<file path="config.mk">
export PLATFORM = sky130hd
export DESIGN_NAME = tdca_isqrt_pipe
export DESIGN_NICKNAME = d
export VERILOG_FILES = /design/src/sv/tdca_isqrt_pipe.sv
export SDC_FILE = /design/constraint.sdc
export NUM_CORES = 2
export LEC_CHECK = 0
export ABC_CLOCK_PERIOD_IN_PS = 10250
export BUFFER_PORTS_ARGS = -buffer_cell sky130_fd_sc_hd__buf_2
export CORE_AREA = 2 2 453 455
export CTS_CLUSTER_DIAMETER = 120
export CTS_CLUSTER_SIZE = 40
export DETAILED_ROUTE_END_ITERATION = 12
export DIE_AREA = 0 0 455 457
export PLACE_DENSITY = 0.76
export SLEW_MARGIN = 10
export SYNTH_ARGS = -nofsm -noshare
export SYNTH_HDL_FRONTEND = slang
export SYNTH_MEMORY_MAX_BITS = 65536
export SYNTH_SLANG_ARGS = --single-unit
</file>
<file path="constraint.sdc">
create_clock -name i_clk -period 10.25 [get_ports i_clk]
set_input_delay 1.5375 -clock i_clk [delete_from_list [all_inputs] [get_ports i_clk]]
set_output_delay 1.5375 -clock i_clk [all_outputs]
set_load 0.05 [all_outputs]
</file>
<file path="src/sv/tdca_isqrt_pipe.sv">
// pipelined integer square root, one result bit per stage, with side data
`default_nettype none

module tdca_isqrt_pipe #(
    parameter int W  = 64,
    parameter int SW = 1
) (
    input  wire logic          i_clk,
    input  wire logic          i_rst_n,
    input  wire logic          i_en,
    input  wire logic          i_valid,
    input  wire logic [W-1:0]  i_rad,
    input  wire logic [SW-1:0] i_side,
    output logic               o_valid,
    output logic [W/2-1:0]     o_root,
    output logic [SW-1:0]      o_side
);
    localparam int H = W / 2;

    logic [W-1:0]  r_rad  [H+1];
    logic [H:0]    r_rem  [H+1];
    logic [H-1:0]  r_root [H+1];
    logic [SW-1:0] r_side [H+1];
    logic          r_v    [H+1];

    // stage zero takes the radicand
    always_ff @(posedge i_clk) begin
        if (!i_rst_n) begin
            r_v[0] <= 1'b0;
        end else if (i_en) begin
            r_v[0] <= i_valid;
        end
    end

    always_ff @(posedge i_clk) begin
        if (i_en) begin
            r_rad[0]  <= i_rad;
            r_rem[0]  <= '0;
            r_root[0] <= '0;
            r_side[0] <= i_side;
        end
    end

    // one digit pair per stage: trial subtract of 4*root+1
    for (genvar j = 0; j < H; j++) begin : g_stage
        logic [H+2:0] w_t;
        logic [H+2:0] w_trial;
        logic         w_ge;
        logic [H+2:0] w_diff;

        assign w_t     = {r_rem[j], r_rad[j][W-1:W-2]};
        assign w_trial = {1'b0, r_root[j], 2'b01};
        assign w_ge    = (w_t >= w_trial);
        assign w_diff  = w_t - w_trial;

        always_ff @(posedge i_clk) begin
            if (!i_rst_n) begin
                r_v[j+1] <= 1'b0;
            end else if (i_en) begin
                r_v[j+1] <= r_v[j];
            end
        end

        always_ff @(posedge i_clk) begin
            if (i_en) begin
                r_rad[j+1]  <= {r_rad[j][W-3:0], 2'b00};
                r_rem[j+1]  <= w_ge ? w_diff[H:0] : w_t[H:0];
                r_root[j+1] <= {r_root[j][H-2:0], w_ge};
                r_side[j+1] <= r_side[j];
            end
        end
    end

    assign o_valid = r_v[H];
    assign o_root  = r_root[H];
    assign o_side  = r_side[H];

endmodule

`default_nettype wire

</file>
==> summary by stage <==
Logic synthesis
Counting distinct cell types in the post-synthesis netlist gives 100. The flip-flop and latch count after synthesis is 2,625. The most used flip-flop cell after synthesis is sky130_fd_sc_hd__edfxtp_1.

In the synthesized netlist the async set-or-reset flop fraction comes to 0%. The synthesized netlist occupies a cell area of 0.1212 sq mm. The share of the Yosys chip area taken by registers is 65.05%. The mean post-synth cell area is 13.03 sq um. The post-synth net total is 9,932. Synthesis produced 9,302 cells. The Yosys step of the flow raised 0 warnings. The number of enable-type register cells in the synthesized netlist is 2,624.

Finish
The multi-input combinational cells in the finished layout cover a total of 0.03896 sq mm. In the final layout, flip-flops and latches occupy 0.07882 sq mm. The final layout contains 9,982 nets.

Once layout is complete, the utilization of the core stands at 62.46%. The post-route non-filler standard cell count is 12.06k. The top cell types in the final layout, fill and taps aside, are sky130_fd_sc_hd__edfxtp_1 (2,624), sky130_fd_sc_hd__inv_1 (732), sky130_fd_sc_hd__nand2_1 (624). In the final layout, the share of cells above drive strength 1 is 4.621%. The area growth from synthesis to layout is 4.825%.

The leading cell type in the layout, fill and taps excluded is sky130_fd_sc_hd__edfxtp_1. The filler cells instantiated in the layout total 15.27k.

Drt
After the first detailed-routing iteration, the DRC count stood at 6,934. The antenna violation net count after detailed routing is 0. Dividing the detail-routed wire length by the instance count gives 19.48 um. The mean number of vias per cell is 5.886.

The post-detailed-routing wire length is 234,900 um. After detailed routing, the number of remaining DRC violations is 0. The routed layout has 70.98k vias. The count of TritonRoute iterations in the first routing pass is 6.

Min path
The path class of the tightest hold or removal check is reg2reg.

Clocking
For the worst-skew pair, the clock arrives at the later sink with an insertion delay of 790 ps. In this run, CTS created clock tree buffers numbering 76. After clock tree synthesis, the clock-pin slew on the worst setup and hold paths is 140 ps. The root buffer cell is sky130_fd_sc_hd__clkbuf_16. TritonCTS built the clock tree. The buffer count from post-CTS setup fixing is 0.

The tree built by TritonCTS fans out to 2,625 sinks. Buffers inserted to repair hold after CTS numbered 0. The count of cells resized by post-cts repair is 0. The H-tree depth reported by CTS is 3. The longest clock path from root to sink contains 3 buffers.

Pwr
The worst vdd rail ir drop is 0.0001798 V. Of the total power, the share spent switching nets is 29.79%. The total power divided by cell area is 194.5 mW/mm^2. The proportion of power drawn by flip-flops and latches is 58.2%. For this design the total switching power over the nets is 7.361 mW. The combinational power share is 24.2%.

The part of the total power dissipated in the clock network is 17.6%. Internal power comes to 17.35 mW. The analysis attributes to cell leakage a power of 47.79 nW.

Place
The post-placement cell count is 11.96k. After legalization and detailed placement, the total HPWL measured 170,700 um. Timing analysis after detailed placement gives a worst setup slack of 5859 ps.

The final weighted congestion of routability-driven global placement is 0.9695. The number of buffers inserted by port buffering is 102.

Outcome
The flow ran to the end, and the final reports show no timing, DRC or antenna violations.

Worst setup path
In this run the worst path has a maximum fanout of 43. The required arrival time at the worst endpoint is 10,800 ps. The endpoint type of the worst setup path is a register. The critical path launch point type is a register. The delay contributed by the slowest stage of the critical path is 550 ps. At the worst endpoint, the arrival time is 4610 ps. Traced cell by cell, the critical path runs through ha_1, a21oi_1, a211oi_1, o21ai_0, nand4_1, a41oi_1, o21ai_1, a211oi_4, buf_4, inv_1, mux2_2.

Setup slack on the worst reg-to-reg path comes out at 6190 ps. The slowest library cell on the worst path is sky130_fd_sc_hd__a211oi_4. The class of the most critical setup path is reg2reg.

STA
In the finished design, the share of the clock period the worst path needs comes to 39.64%. The setup clock skew after layout is 34.95 ps. The fmax is 246.1 MHz.

The number of failing hold endpoints at the final stage was 0. Setup total negative slack on the finished layout was measured at 0 ps. Counting I/O delays and the setup requirement, the final critical path takes 4063 ps. The tightest hold path in the finished design has a slack of 419.4 ps.

The total setup violations reported at the end of the flow is 0. The transition time at the pin with the least slew margin is 1160 ps. The max-slew violation total from the final report came to 0.

The worst path setup slack after routing is 6187 ps. Setup repair after global routing left no endpoint under its margin. The worst pin sits at a relative slew slack of 22.66%.

Floorplan
The count of standard-cell rows is 166. The floorplan core area is 0.2033 sq mm. Once the floorplan was initialized, standard cells occupied 59.59% of the core. The I/O pin count is 103. The area enclosed by the die boundary is 0.2079 sq mm. The floorplan step set the die width to 455 um. In this run the vertical extent of the chip is 457 um.

Global routing
In the global route stage, overall resource usage came out at 22.25%. The number of global-route vias before repair came to 68.24k. For this run the aggregate overflow at the end of global routing stands at 0. The first global-routing pass estimated 368,400 um of wire.

Entering global routing, the biggest net connects 190 pins. The initial antenna violation count is 4.

Flow run
The number of max-capacitance violations reported is 0.
## synthesized netlist by cell type (all sizes together) (94+ instances only)
master,n,area share (%)
a21oi,588,2.4
clkbuf,151,0.47
nand2,625,1.9
nand2b,117,0.60
nor2,559,1.7
o21ai,536,2.2
o21a,110,0.68
nor2b,94,0.49
ha,561,5.8
xor2,388,2.8
nor4,113,0.65
nand3,144,0.61
nand4,96,0.50
a21o,232,1.4
nor3,227,0.96
edfxtp,2624,65
inv,735,2.3
xnor2,391,2.8
## critical path: cells and delay by family, from the launching register on
family	cells	cell delay (ps)
AOI/OAI and AO/OA	6	1890
adders and majority gates	1	390
and+or+nand+nor	1	210
buffers and inverters	2	610
muxes	1	290
DFF	1	430
## path summary, 6_finish.rpt
path	startpoint	end	cells after the start
max	r_rem[0][892]$_DFFE_PP_	r_rem[0][941]$_DFFE_PP_	11
min	r_rad[0][158]$_DFFE_PP_	r_rad[0][224]$_DFFE_PP_	0
max reg2reg	r_rem[0][892]$_DFFE_PP_	r_rem[0][941]$_DFFE_PP_	11
min reg2reg	r_rad[0][158]$_DFFE_PP_	r_rad[0][224]$_DFFE_PP_	0
## power by group through the flow
stage | Combinational (mW) | Sequential, mW | Clock (mW)
after floorplan | 4.40 | 14.2 | 0
after global placement | 5.77 | 14.6 | 0
after detailed placement | 5.90 | 14.6 | 0
after CTS | 5.94 | 14.4 | 4.52
after global routing | 6.65 | 14.5 | 4.83
final | 5.97 | 14.4 | 4.36
## layer usage
| metal | wire [um] | vias up | track usage, % | share of wire [%] |
|---|---|---|---|---|
| met5 | 13 | - | 0 | 0.0055 |
| met4 | 7478 | 2 | 7.234 | 3.2 |
| met3 | 10220 | 375 | 2.040 | 4.4 |
| met2 | 117900 | 1790 | 38.52 | 50 |
| met1 | 99260 | 34460 | 29.64 | 42 |
| li1 | - | 34360 | - | - |
## state kept, by name, summed over array words and instances (netlist names)
register,cells
r_rem,975
r_side,33
r_rad,1056
r_v,33
r_root,528
## cell families (layout without fill, tap and decap cells)
logic type	after synthesis	count (layout)	share of synthesized area, %
flip-flops	2625	2625	65.05
AND/OR/NAND/NOR	2404	2404	9.995
other	1	2	0.003095
XOR/XNOR	779	779	5.631
adder cells (fa/ha/maj)	561	561	5.793
multiplexers	98	98	0.8933
AO/OA/AOI/OAI	1922	1922	9.785
buffers and inverters	912	980	2.849
## stage by stage
stage	area (sq um)	total power [mW]
6_report	127000	24.71
5_1_grt	127000	25.98
4_1_cts	127000	24.84
3_5_place_dp	124900	20.52
3_3_place_gp	124900	20.37
2_1_floorplan	121200	18.57
## final cells by class
cell class / count / share of cell area (%)
multi-input cells: 5765 / 30.68
well taps: 2688 / 2.648
inverters: 735 / 2.172
flip-flops and latches: 2625 / 62.06
repair buffers: 149 / 0.7901
clock inverters: 11 / 0.09457
diodes: 1 / 0.001970
clock buffers: 85 / 1.558
(Power assumes the default switching activity.)
